===== src/iev_pkg.sv =====
// Shared constants, types and helpers for the infix expression evaluator.
// No dependencies; the top level, the arithmetic unit and the checker import this package.
package iev_pkg;

    localparam int NUM_DEPTH = 32;
    localparam int OP_DEPTH  = 4;
    localparam int NUM_AW    = $clog2(NUM_DEPTH);
    localparam int NUM_CW    = $clog2(NUM_DEPTH + 1);
    localparam int OP_AW     = $clog2(OP_DEPTH);
    localparam int OP_CW     = $clog2(OP_DEPTH + 1);

    localparam logic [7:0] CH_PLUS  = 8'h2B;
    localparam logic [7:0] CH_MINUS = 8'h2D;
    localparam logic [7:0] CH_STAR  = 8'h2A;
    localparam logic [7:0] CH_SLASH = 8'h2F;
    localparam logic [7:0] CH_ZERO  = 8'h30;
    localparam logic [7:0] CH_NINE  = 8'h39;

    typedef enum logic [1:0] {
        OP_ADD = 2'd0,
        OP_SUB = 2'd1,
        OP_MUL = 2'd2,
        OP_DIV = 2'd3
    } op_code_t;

    typedef struct packed {
        logic     start;
        op_code_t op;
    } alu_req_t;

    typedef struct packed {
        logic done;
        logic zero_div;
    } alu_rsp_t;

    // Multiply and divide bind tighter than add and subtract.
    function automatic logic rank_high(input op_code_t op);
        return (op == OP_MUL) || (op == OP_DIV);
    endfunction

endpackage


===== src/infix_expression_evaluator.sv =====
// Top level of the infix expression evaluator: sequencer, operator stack and number stack.
// Depends on iev_pkg, iev_ram and iev_alu.
//
//  Channel  | Ports                                   | Direction
//  ---------+-----------------------------------------+----------
//  input    | s_valid s_ready s_ch s_last             | in
//  result   | m_valid m_ready m_value m_div_by_zero   | out
//           | m_malformed                             |
//
// A digit or an ignored character is taken in S_IDLE alone. An operator passes through
// S_OP_CHECK plus one reduction per operator it pops; a reduction runs S_RED_B, S_RED_A,
// S_EXEC and S_EXEC_WAIT, and a divide waits in S_EXEC_WAIT on the bit-serial divider
// in the shared unit. The final character adds its reductions, then S_FIN_READ and
// S_FIN_OUT to read the bottom of the number stack and load the result register.
// Reset is synchronous and active low and empties both stacks; no clearing pass.
// The result sits in an output register, so a new expression may start while a
// result waits; the block stalls only if a second result is ready before then.
module infix_expression_evaluator
    import iev_pkg::*;
(
    input  logic        aclk,
    input  logic        aresetn,
    input  logic        s_valid,
    output logic        s_ready,
    input  logic [7:0]  s_ch,
    input  logic        s_last,
    output logic        m_valid,
    input  logic        m_ready,
    output logic signed [31:0] m_value,
    output logic        m_div_by_zero,
    output logic        m_malformed
);

    typedef enum logic [3:0] {
        S_IDLE,
        S_OP_CHECK,
        S_FIN_CHECK,
        S_RED_B,
        S_RED_A,
        S_EXEC,
        S_EXEC_WAIT,
        S_FIN_READ,
        S_FIN_OUT
    } state_t;

    state_t            state_reg;
    logic [NUM_CW-1:0] numcnt_reg;
    logic [OP_CW-1:0]  opcnt_reg;
    logic [1:0]        opstk_reg [OP_DEPTH];
    logic [31:0]       pend_reg;
    logic              in_number_reg;
    logic              dz_seen_reg;
    logic              err_seen_reg;
    op_code_t          new_op_reg;
    op_code_t          red_op_reg;
    logic              last_reg;
    logic              ret_fin_reg;
    logic              under_b_reg;
    logic              under_a_reg;
    logic [31:0]       b_reg;
    logic [31:0]       fin_val_reg;
    logic              m_valid_reg;
    logic [31:0]       m_value_reg;
    logic              m_dz_reg;
    logic              m_err_reg;

    // Input decode for the transaction in S_IDLE.
    logic        accept;
    logic        is_digit;
    logic [31:0] digit_val;
    logic [31:0] pend_val;
    logic        in_num;
    logic        flush;
    logic        is_op;
    op_code_t    in_code;

    assign accept    = s_valid && s_ready;
    assign is_digit  = (s_ch >= CH_ZERO) && (s_ch <= CH_NINE);
    assign digit_val = {28'd0, s_ch[3:0]};
    assign pend_val  = is_digit ?
        ({pend_reg[28:0], 3'b000} + {pend_reg[30:0], 1'b0} + digit_val) : pend_reg;
    assign in_num    = is_digit || in_number_reg;
    assign flush     = !is_digit || s_last;

    always_comb begin
        is_op   = 1'b1;
        in_code = OP_ADD;
        case (s_ch)
            CH_PLUS:  in_code = OP_ADD;
            CH_MINUS: in_code = OP_SUB;
            CH_STAR:  in_code = OP_MUL;
            CH_SLASH: in_code = OP_DIV;
            default:  is_op = 1'b0;
        endcase
    end

    // Stack pointers.
    logic [NUM_CW-1:0] num_dec;
    logic [OP_CW-1:0]  op_dec;
    logic              num_full;
    logic              op_full;
    op_code_t          op_top;

    assign num_dec  = numcnt_reg - NUM_CW'(1);
    assign op_dec   = opcnt_reg - OP_CW'(1);
    assign num_full = (numcnt_reg == NUM_CW'(NUM_DEPTH));
    assign op_full  = (opcnt_reg == OP_CW'(OP_DEPTH));
    assign op_top   = op_code_t'(opstk_reg[op_dec[OP_AW-1:0]]);

    // Number stack memory.
    logic              ram_we;
    logic [31:0]       ram_wdata;
    logic [NUM_AW-1:0] ram_raddr;
    logic [31:0]       ram_rdata;

    // Shared arithmetic unit.
    alu_req_t    alu_req;
    alu_rsp_t    alu_rsp;
    logic [31:0] alu_a;
    logic [31:0] alu_result;

    always_comb begin
        ram_we    = 1'b0;
        ram_wdata = alu_result;
        case (state_reg)
            S_IDLE: begin
                ram_we    = accept && flush && in_num && !num_full;
                ram_wdata = pend_val;
            end
            S_EXEC_WAIT: begin
                ram_we = alu_rsp.done && !num_full;
            end
            default: begin
                ram_we = 1'b0;
            end
        endcase
    end

    // The pop address is always the entry just below the count; the final
    // readout takes the bottom entry.
    assign ram_raddr = (state_reg == S_FIN_CHECK) ? NUM_AW'(0) : num_dec[NUM_AW-1:0];

    assign alu_req.start = (state_reg == S_EXEC);
    assign alu_req.op    = red_op_reg;
    assign alu_a         = under_a_reg ? 32'd0 : ram_rdata;

    iev_ram #(
        .WIDTH(32),
        .DEPTH(NUM_DEPTH)
    ) u_num_stack (
        .aclk  (aclk),
        .we    (ram_we),
        .waddr (numcnt_reg[NUM_AW-1:0]),
        .wdata (ram_wdata),
        .raddr (ram_raddr),
        .rdata (ram_rdata)
    );

    iev_alu u_alu (
        .aclk    (aclk),
        .aresetn (aresetn),
        .req     (alu_req),
        .a       (alu_a),
        .b       (b_reg),
        .rsp     (alu_rsp),
        .result  (alu_result)
    );

    always_ff @(posedge aclk) begin
        if (!aresetn) begin
            state_reg     <= S_IDLE;
            numcnt_reg    <= '0;
            opcnt_reg     <= '0;
            pend_reg      <= 32'd0;
            in_number_reg <= 1'b0;
            dz_seen_reg   <= 1'b0;
            err_seen_reg  <= 1'b0;
            m_valid_reg   <= 1'b0;
        end else begin
            // S_FIN_OUT decides the output valid on its own when it hands over.
            if (m_valid_reg && m_ready && (state_reg != S_FIN_OUT)) begin
                m_valid_reg <= 1'b0;
            end
            case (state_reg)
                S_IDLE: begin
                    if (accept) begin
                        // A non-digit, or the final character, ends any pending number.
                        if (flush) begin
                            if (in_num) begin
                                if (num_full) begin
                                    err_seen_reg <= 1'b1;
                                end else begin
                                    numcnt_reg <= numcnt_reg + NUM_CW'(1);
                                end
                            end
                            pend_reg      <= 32'd0;
                            in_number_reg <= 1'b0;
                        end else begin
                            pend_reg      <= pend_val;
                            in_number_reg <= 1'b1;
                        end
                        new_op_reg <= in_code;
                        last_reg   <= s_last;
                        if (is_op) begin
                            state_reg <= S_OP_CHECK;
                        end else if (s_last) begin
                            state_reg <= S_FIN_CHECK;
                        end
                    end
                end
                S_OP_CHECK: begin
                    // Reduce while the top operator binds at least as tightly.
                    if ((opcnt_reg != '0) &&
                        (rank_high(op_top) || !rank_high(new_op_reg))) begin
                        ret_fin_reg <= 1'b0;
                        state_reg   <= S_RED_B;
                    end else begin
                        if (op_full) begin
                            err_seen_reg <= 1'b1;
                        end else begin
                            opstk_reg[opcnt_reg[OP_AW-1:0]] <= new_op_reg;
                            opcnt_reg <= opcnt_reg + OP_CW'(1);
                        end
                        state_reg <= last_reg ? S_FIN_CHECK : S_IDLE;
                    end
                end
                S_FIN_CHECK: begin
                    if (opcnt_reg != '0) begin
                        ret_fin_reg <= 1'b1;
                        state_reg   <= S_RED_B;
                    end else begin
                        state_reg <= S_FIN_READ;
                    end
                end
                S_RED_B: begin
                    // Pop the operator and issue the read of the right operand.
                    red_op_reg <= op_top;
                    opcnt_reg  <= op_dec;
                    if (numcnt_reg == '0) begin
                        under_b_reg  <= 1'b1;
                        err_seen_reg <= 1'b1;
                    end else begin
                        under_b_reg <= 1'b0;
                        numcnt_reg  <= num_dec;
                    end
                    state_reg <= S_RED_A;
                end
                S_RED_A: begin
                    // Capture the right operand and issue the read of the left one.
                    b_reg <= under_b_reg ? 32'd0 : ram_rdata;
                    if (numcnt_reg == '0) begin
                        under_a_reg  <= 1'b1;
                        err_seen_reg <= 1'b1;
                    end else begin
                        under_a_reg <= 1'b0;
                        numcnt_reg  <= num_dec;
                    end
                    state_reg <= S_EXEC;
                end
                S_EXEC: begin
                    state_reg <= S_EXEC_WAIT;
                end
                S_EXEC_WAIT: begin
                    if (alu_rsp.done) begin
                        if (alu_rsp.zero_div) begin
                            dz_seen_reg <= 1'b1;
                        end
                        if (num_full) begin
                            err_seen_reg <= 1'b1;
                        end else begin
                            numcnt_reg <= numcnt_reg + NUM_CW'(1);
                        end
                        state_reg <= ret_fin_reg ? S_FIN_CHECK : S_OP_CHECK;
                    end
                end
                S_FIN_READ: begin
                    fin_val_reg <= (numcnt_reg == '0) ? 32'd0 : ram_rdata;
                    state_reg   <= S_FIN_OUT;
                end
                S_FIN_OUT: begin
                    // Hand the result to the output register and start afresh.
                    if (!m_valid_reg || m_ready) begin
                        m_valid_reg   <= 1'b1;
                        m_value_reg   <= fin_val_reg;
                        m_dz_reg      <= dz_seen_reg;
                        m_err_reg     <= err_seen_reg;
                        numcnt_reg    <= '0;
                        opcnt_reg     <= '0;
                        pend_reg      <= 32'd0;
                        in_number_reg <= 1'b0;
                        dz_seen_reg   <= 1'b0;
                        err_seen_reg  <= 1'b0;
                        state_reg     <= S_IDLE;
                    end
                end
                default: begin
                    state_reg <= S_IDLE;
                end
            endcase
        end
    end

    assign s_ready       = (state_reg == S_IDLE);
    assign m_valid       = m_valid_reg;
    assign m_value       = m_value_reg;
    assign m_div_by_zero = m_dz_reg;
    assign m_malformed   = m_err_reg;

endmodule


===== src/iev_ram.sv =====
// Generic single-write, single-read RAM with a registered read port.
// No dependencies.
module iev_ram #(
    parameter int WIDTH = 32,
    parameter int DEPTH = 32
) (
    input  logic                     aclk,
    input  logic                     we,
    input  logic [$clog2(DEPTH)-1:0] waddr,
    input  logic [WIDTH-1:0]         wdata,
    input  logic [$clog2(DEPTH)-1:0] raddr,
    output logic [WIDTH-1:0]         rdata
);

    logic [WIDTH-1:0] mem [DEPTH];

    always_ff @(posedge aclk) begin
        if (we) begin
            mem[waddr] <= wdata;
        end
        rdata <= mem[raddr];
    end

endmodule


===== src/iev_alu.sv =====
// Shared arithmetic unit: add, subtract, multiply, and a bit-serial signed divider.
// Depends on iev_pkg for the operation codes and the request/response structs.
module iev_alu
    import iev_pkg::*;
(
    input  logic        aclk,
    input  logic        aresetn,
    input  alu_req_t    req,
    input  logic [31:0] a,
    input  logic [31:0] b,
    output alu_rsp_t    rsp,
    output logic [31:0] result
);

    typedef enum logic [1:0] {A_IDLE, A_DIV, A_FIX} alu_state_t;

    alu_state_t  state_reg;
    logic [31:0] dvd_reg;
    logic [31:0] dvs_reg;
    logic [31:0] rem_reg;
    logic [4:0]  cnt_reg;
    logic        neg_reg;
    logic        done_reg;
    logic        dz_reg;
    logic [31:0] res_reg;

    logic [63:0] prod;
    logic [32:0] rem_shift;
    logic [32:0] rem_diff;
    logic [31:0] abs_a;
    logic [31:0] abs_b;

    assign prod      = a * b;
    assign abs_a     = a[31] ? (32'd0 - a) : a;
    assign abs_b     = b[31] ? (32'd0 - b) : b;
    assign rem_shift = {rem_reg, dvd_reg[31]};
    assign rem_diff  = rem_shift - {1'b0, dvs_reg};

    always_ff @(posedge aclk) begin
        if (!aresetn) begin
            state_reg <= A_IDLE;
            done_reg  <= 1'b0;
            dz_reg    <= 1'b0;
        end else begin
            done_reg <= 1'b0;
            dz_reg   <= 1'b0;
            case (state_reg)
                A_IDLE: begin
                    if (req.start) begin
                        case (req.op)
                            OP_ADD: begin
                                res_reg  <= a + b;
                                done_reg <= 1'b1;
                            end
                            OP_SUB: begin
                                res_reg  <= a - b;
                                done_reg <= 1'b1;
                            end
                            OP_MUL: begin
                                res_reg  <= prod[31:0];
                                done_reg <= 1'b1;
                            end
                            default: begin
                                if (b == 32'd0) begin
                                    res_reg  <= 32'd0;
                                    done_reg <= 1'b1;
                                    dz_reg   <= 1'b1;
                                end else begin
                                    dvd_reg   <= abs_a;
                                    dvs_reg   <= abs_b;
                                    rem_reg   <= 32'd0;
                                    cnt_reg   <= 5'd31;
                                    neg_reg   <= a[31] ^ b[31];
                                    state_reg <= A_DIV;
                                end
                            end
                        endcase
                    end
                end
                A_DIV: begin
                    // One quotient bit per cycle; quotient bits shift into dvd_reg.
                    if (!rem_diff[32]) begin
                        rem_reg <= rem_diff[31:0];
                        dvd_reg <= {dvd_reg[30:0], 1'b1};
                    end else begin
                        rem_reg <= rem_shift[31:0];
                        dvd_reg <= {dvd_reg[30:0], 1'b0};
                    end
                    cnt_reg <= cnt_reg - 5'd1;
                    if (cnt_reg == 5'd0) begin
                        state_reg <= A_FIX;
                    end
                end
                A_FIX: begin
                    res_reg   <= neg_reg ? (32'd0 - dvd_reg) : dvd_reg;
                    done_reg  <= 1'b1;
                    state_reg <= A_IDLE;
                end
                default: begin
                    state_reg <= A_IDLE;
                end
            endcase
        end
    end

    assign rsp.done     = done_reg;
    assign rsp.zero_div = dz_reg;
    assign result       = res_reg;

endmodule


===== config.mk =====
export PLATFORM = sky130hd
export DESIGN_NAME = infix_expression_evaluator
export DESIGN_NICKNAME = d
export VERILOG_FILES = /design/src/iev_pkg.sv /design/src/infix_expression_evaluator.sv /design/src/iev_ram.sv /design/src/iev_alu.sv
export SDC_FILE = /design/constraint.sdc
export NUM_CORES = 2
export LEC_CHECK = 0
export BUFFER_PORTS_ARGS = -buffer_cell sky130_fd_sc_hd__buf_2
export CAP_MARGIN = 0
export CORE_UTILIZATION = 40
export CTS_BUF_LIST = sky130_fd_sc_hd__clkbuf_16
export CTS_CLUSTER_DIAMETER = 200
export CTS_CLUSTER_SIZE = 40
export DETAILED_ROUTE_END_ITERATION = 10
export MAX_ROUTING_LAYER = met4
export PLACE_DENSITY = 0.52
export SLEW_MARGIN = 20
export SYNTH_ARGS = -nofsm -noshare
export SYNTH_HDL_FRONTEND = slang
export SYNTH_SLANG_ARGS = --single-unit

===== constraint.sdc =====
create_clock -name aclk -period 17.35 [get_ports aclk]
set_input_delay 0 -clock aclk [delete_from_list [all_inputs] [get_ports aclk]]
set_output_delay 0 -clock aclk [all_outputs]
set_load 0.05 [all_outputs]

==> reports/results.ini <==
[status]
status=complete, no violations

[setup_path]
crit_buf_inv=6
worstSetupPathType=flip-flop to flip-flop
cpMaxStageDelayCell=fa_1
cp.required_ns=17.87
path_max_fanout=35
worstPathArrival_ns=9.11
crit_top_cell=fa_1
slowest_delay_ns=0.56
critPathLaunchType=flip-flop
cp-end-kind=flip-flop
critPathTopFamily=adder cells

[clock_network]
cts_tree=built
clk_pin_slew_ns=0.18
cts_buffers=40
clockBufferDepth=3
cts_setup_buffers=0
cts_sinks=1357
h-tree-depth=2
clkLatencyLatePin_ns=0.74
clk_root_buffer_cell=clkbuf_16

[die]
dieArea_um2=196000
core_area_um2=193000
io_pins=49
rows=161
initial_core_util_pct=40.3
dieHeight_um=442
die_w_um=442

[synthesis]
synth_top_area_share_pct=49.2
synth.avg_cell_area_um2=11.6
synth_cell_types=82
synthesis.area_um2=77600
ys_seq_elements=1357
yosys-top-cells-count=edfxtp_1 (1272), nand2_1 (678), inv_1 (447)
synth_most_common_cell=edfxtp_1
synth-edff-count=1272
seq_area_frac_synth_pct=51.4
syn-num-nets=7357
synthArstFlopShare_pct=0
ys_warn_count=0
ys.flop_type=edfxtp_1
synth_top_area_cell=edfxtp_1
netlist_top_cells_area=edfxtp_1 (49%), fa_1 (11%), ha_1 (4.2%)
syn_inst=6669

[sta]
setup_ws_ns=8.76
setup_tns_ns=0
skew_ns=0.0870
post-route-period-util_pct=49.5
worstMarginPinSlew_ns=1.15
max_slew_margin_pct=23.1
rsz0062_at_grt=no
fmax_mhz=116
hold_viol=0
period_minus_slack_ns=8.59
finalSetupViolCount=0
slew_violations=0

[min_path]
min_path_type=primary input to flip-flop

[job]
max-cap-violations=0

[place]
dpl.hpwl_um=146000
place_ws_ns=8.79
place.gp.congestion=0.903
placed_cell_area_um2=81200
port_buffers=48

[cells_and_area]
top_register=u_num_stack.mem
fillCellCount=18000
postLayoutCellArea_um2=82600
largest_reg_flops=1024
drive_above_1_share_pct=6.63
finish.utilization_pct=42.9
area_growth_pct=6.43
final_nets=7189

[global_routing]
met1_usage_pct=31.6
grt_pass1_wl_um=346000
antenna_found_initial=8
grt_use_total_pct=24.3
grtUsageMet2_pct=41.3
grt_overflow=0
grtUsageMet3_pct=1.72
grt.busiest_layer=met2
grt_pass1_vias=50500
grt_start_max_net_pins=167

[detailed_routing]
drcViolationCount=0
wl_per_cell_um=25.7
viasPerCell=5.65
totalWireLength_um=233000
drtIter0Drc=4649
postRouteAntennaNets=0
drt_first_pass_iters=6
vias=51200

[placed cells by master, fill, tap and decap left out, drive strengths merged, types with 12 or more instances in the layout]
master / count
a22oi: 35
nor2: 264
o21ai: 401
mux2i: 38
nor2b: 127
a21oi: 162
buf: 221
a211oi: 223
mux4: 34
nand3: 31
o211ai: 166
o22ai: 30
xor2: 101
nand2: 679
ha: 263
xnor2: 179
dfxtp: 85
or3: 289
nor4: 19
nor3: 46
a31oi: 118
clkbuf: 40
o21a: 29
or4: 15
o31ai: 30
inv: 476
o21bai: 12
a311oi: 34
nand2b: 40
fa: 412
and2: 445
a21o: 85
dlygate4sd3: 13
edfxtp: 1272
[tightest hold or removal path: cells and delay by family]
kind / cells / cell delay, ns
buffers and inverters: 2 / 0.33
AO/OA/AOI/OAI: 1 / 0.22
AND/OR/NAND/NOR: 2 / 0.19
[layout make-up]
class / instances / area (µm²) / share of cell area (%)
timing repair buffer: 234 / 1680 / 2.04
sequential: 1357 / 39900 / 48.3
inverter: 448 / 1690 / 2.05
tap: 2526 / 3160 / 3.83
clock buffer: 40 / 1000 / 1.21
clock inverter: 33 / 233 / 0.282
antenna: 6 / 15.0 / 0.0182
multi-input combinational: 4420 / 34900 / 42.3
[what timing repair did]
item	4_1_cts	5_1_grt
endpoints found under the setup margin	0	0
gates resized for setup	0	0
hold buffers	13	0
endpoints found under the hold margin	60	0
[worst paths after layout]
path | startpoint | endpoint | slack [ns] | cells past startpoint
worst max-delay path | under_a_reg | u_alu.result[31] | 8.76 | 28
worst min-delay path | s_ch[4] | pend_reg[2] | 0.06 | 5
worst max register to register | under_a_reg | u_alu.result[31] | 8.76 | 28
worst min register to register | fin_val_reg[20] | m_value[20] | 0.44 | 0
[routing by layer]
metal  vias to the layer above  wire length, µm
li1                      23200                -
met1                     26400            99700
met2                      1276           118000
met3                       261             9810
met4                         0             6180
met5                         -                0
[cells by family (layout without fill, tap and decap cells)]
family          after synthesis  after routing  synth area share (%)
compound gates             1384           1384                  11.5
mux                          73             73                  1.49
flops                      1357           1357                  51.4
buf+inv                     892            755                  4.37
xor+xnor                    280            280                  3.16
other cells                   0              6                     0
fa+ha+maj                   675            675                  14.9
simple gates               2008           2008                  13.1
[metrics by stage]
| step | std cells | hold WS [ns] |
|---|---|---|
| 2_1_floorplan | 6669 | 0.0989 |
| 4_1_cts | 9058 | 0.0181 |
| 3_5_place_dp | 8972 | 0.310 |
| 3_3_place_gp | 8972 | 0.300 |
| 5_1_grt | 9059 | 0.0595 |
| 6_report | 9064 | 0.0583 |
Power is not shown: default switching activity piles up to over one toggle a cycle in this logic, so the estimate is an artifact.
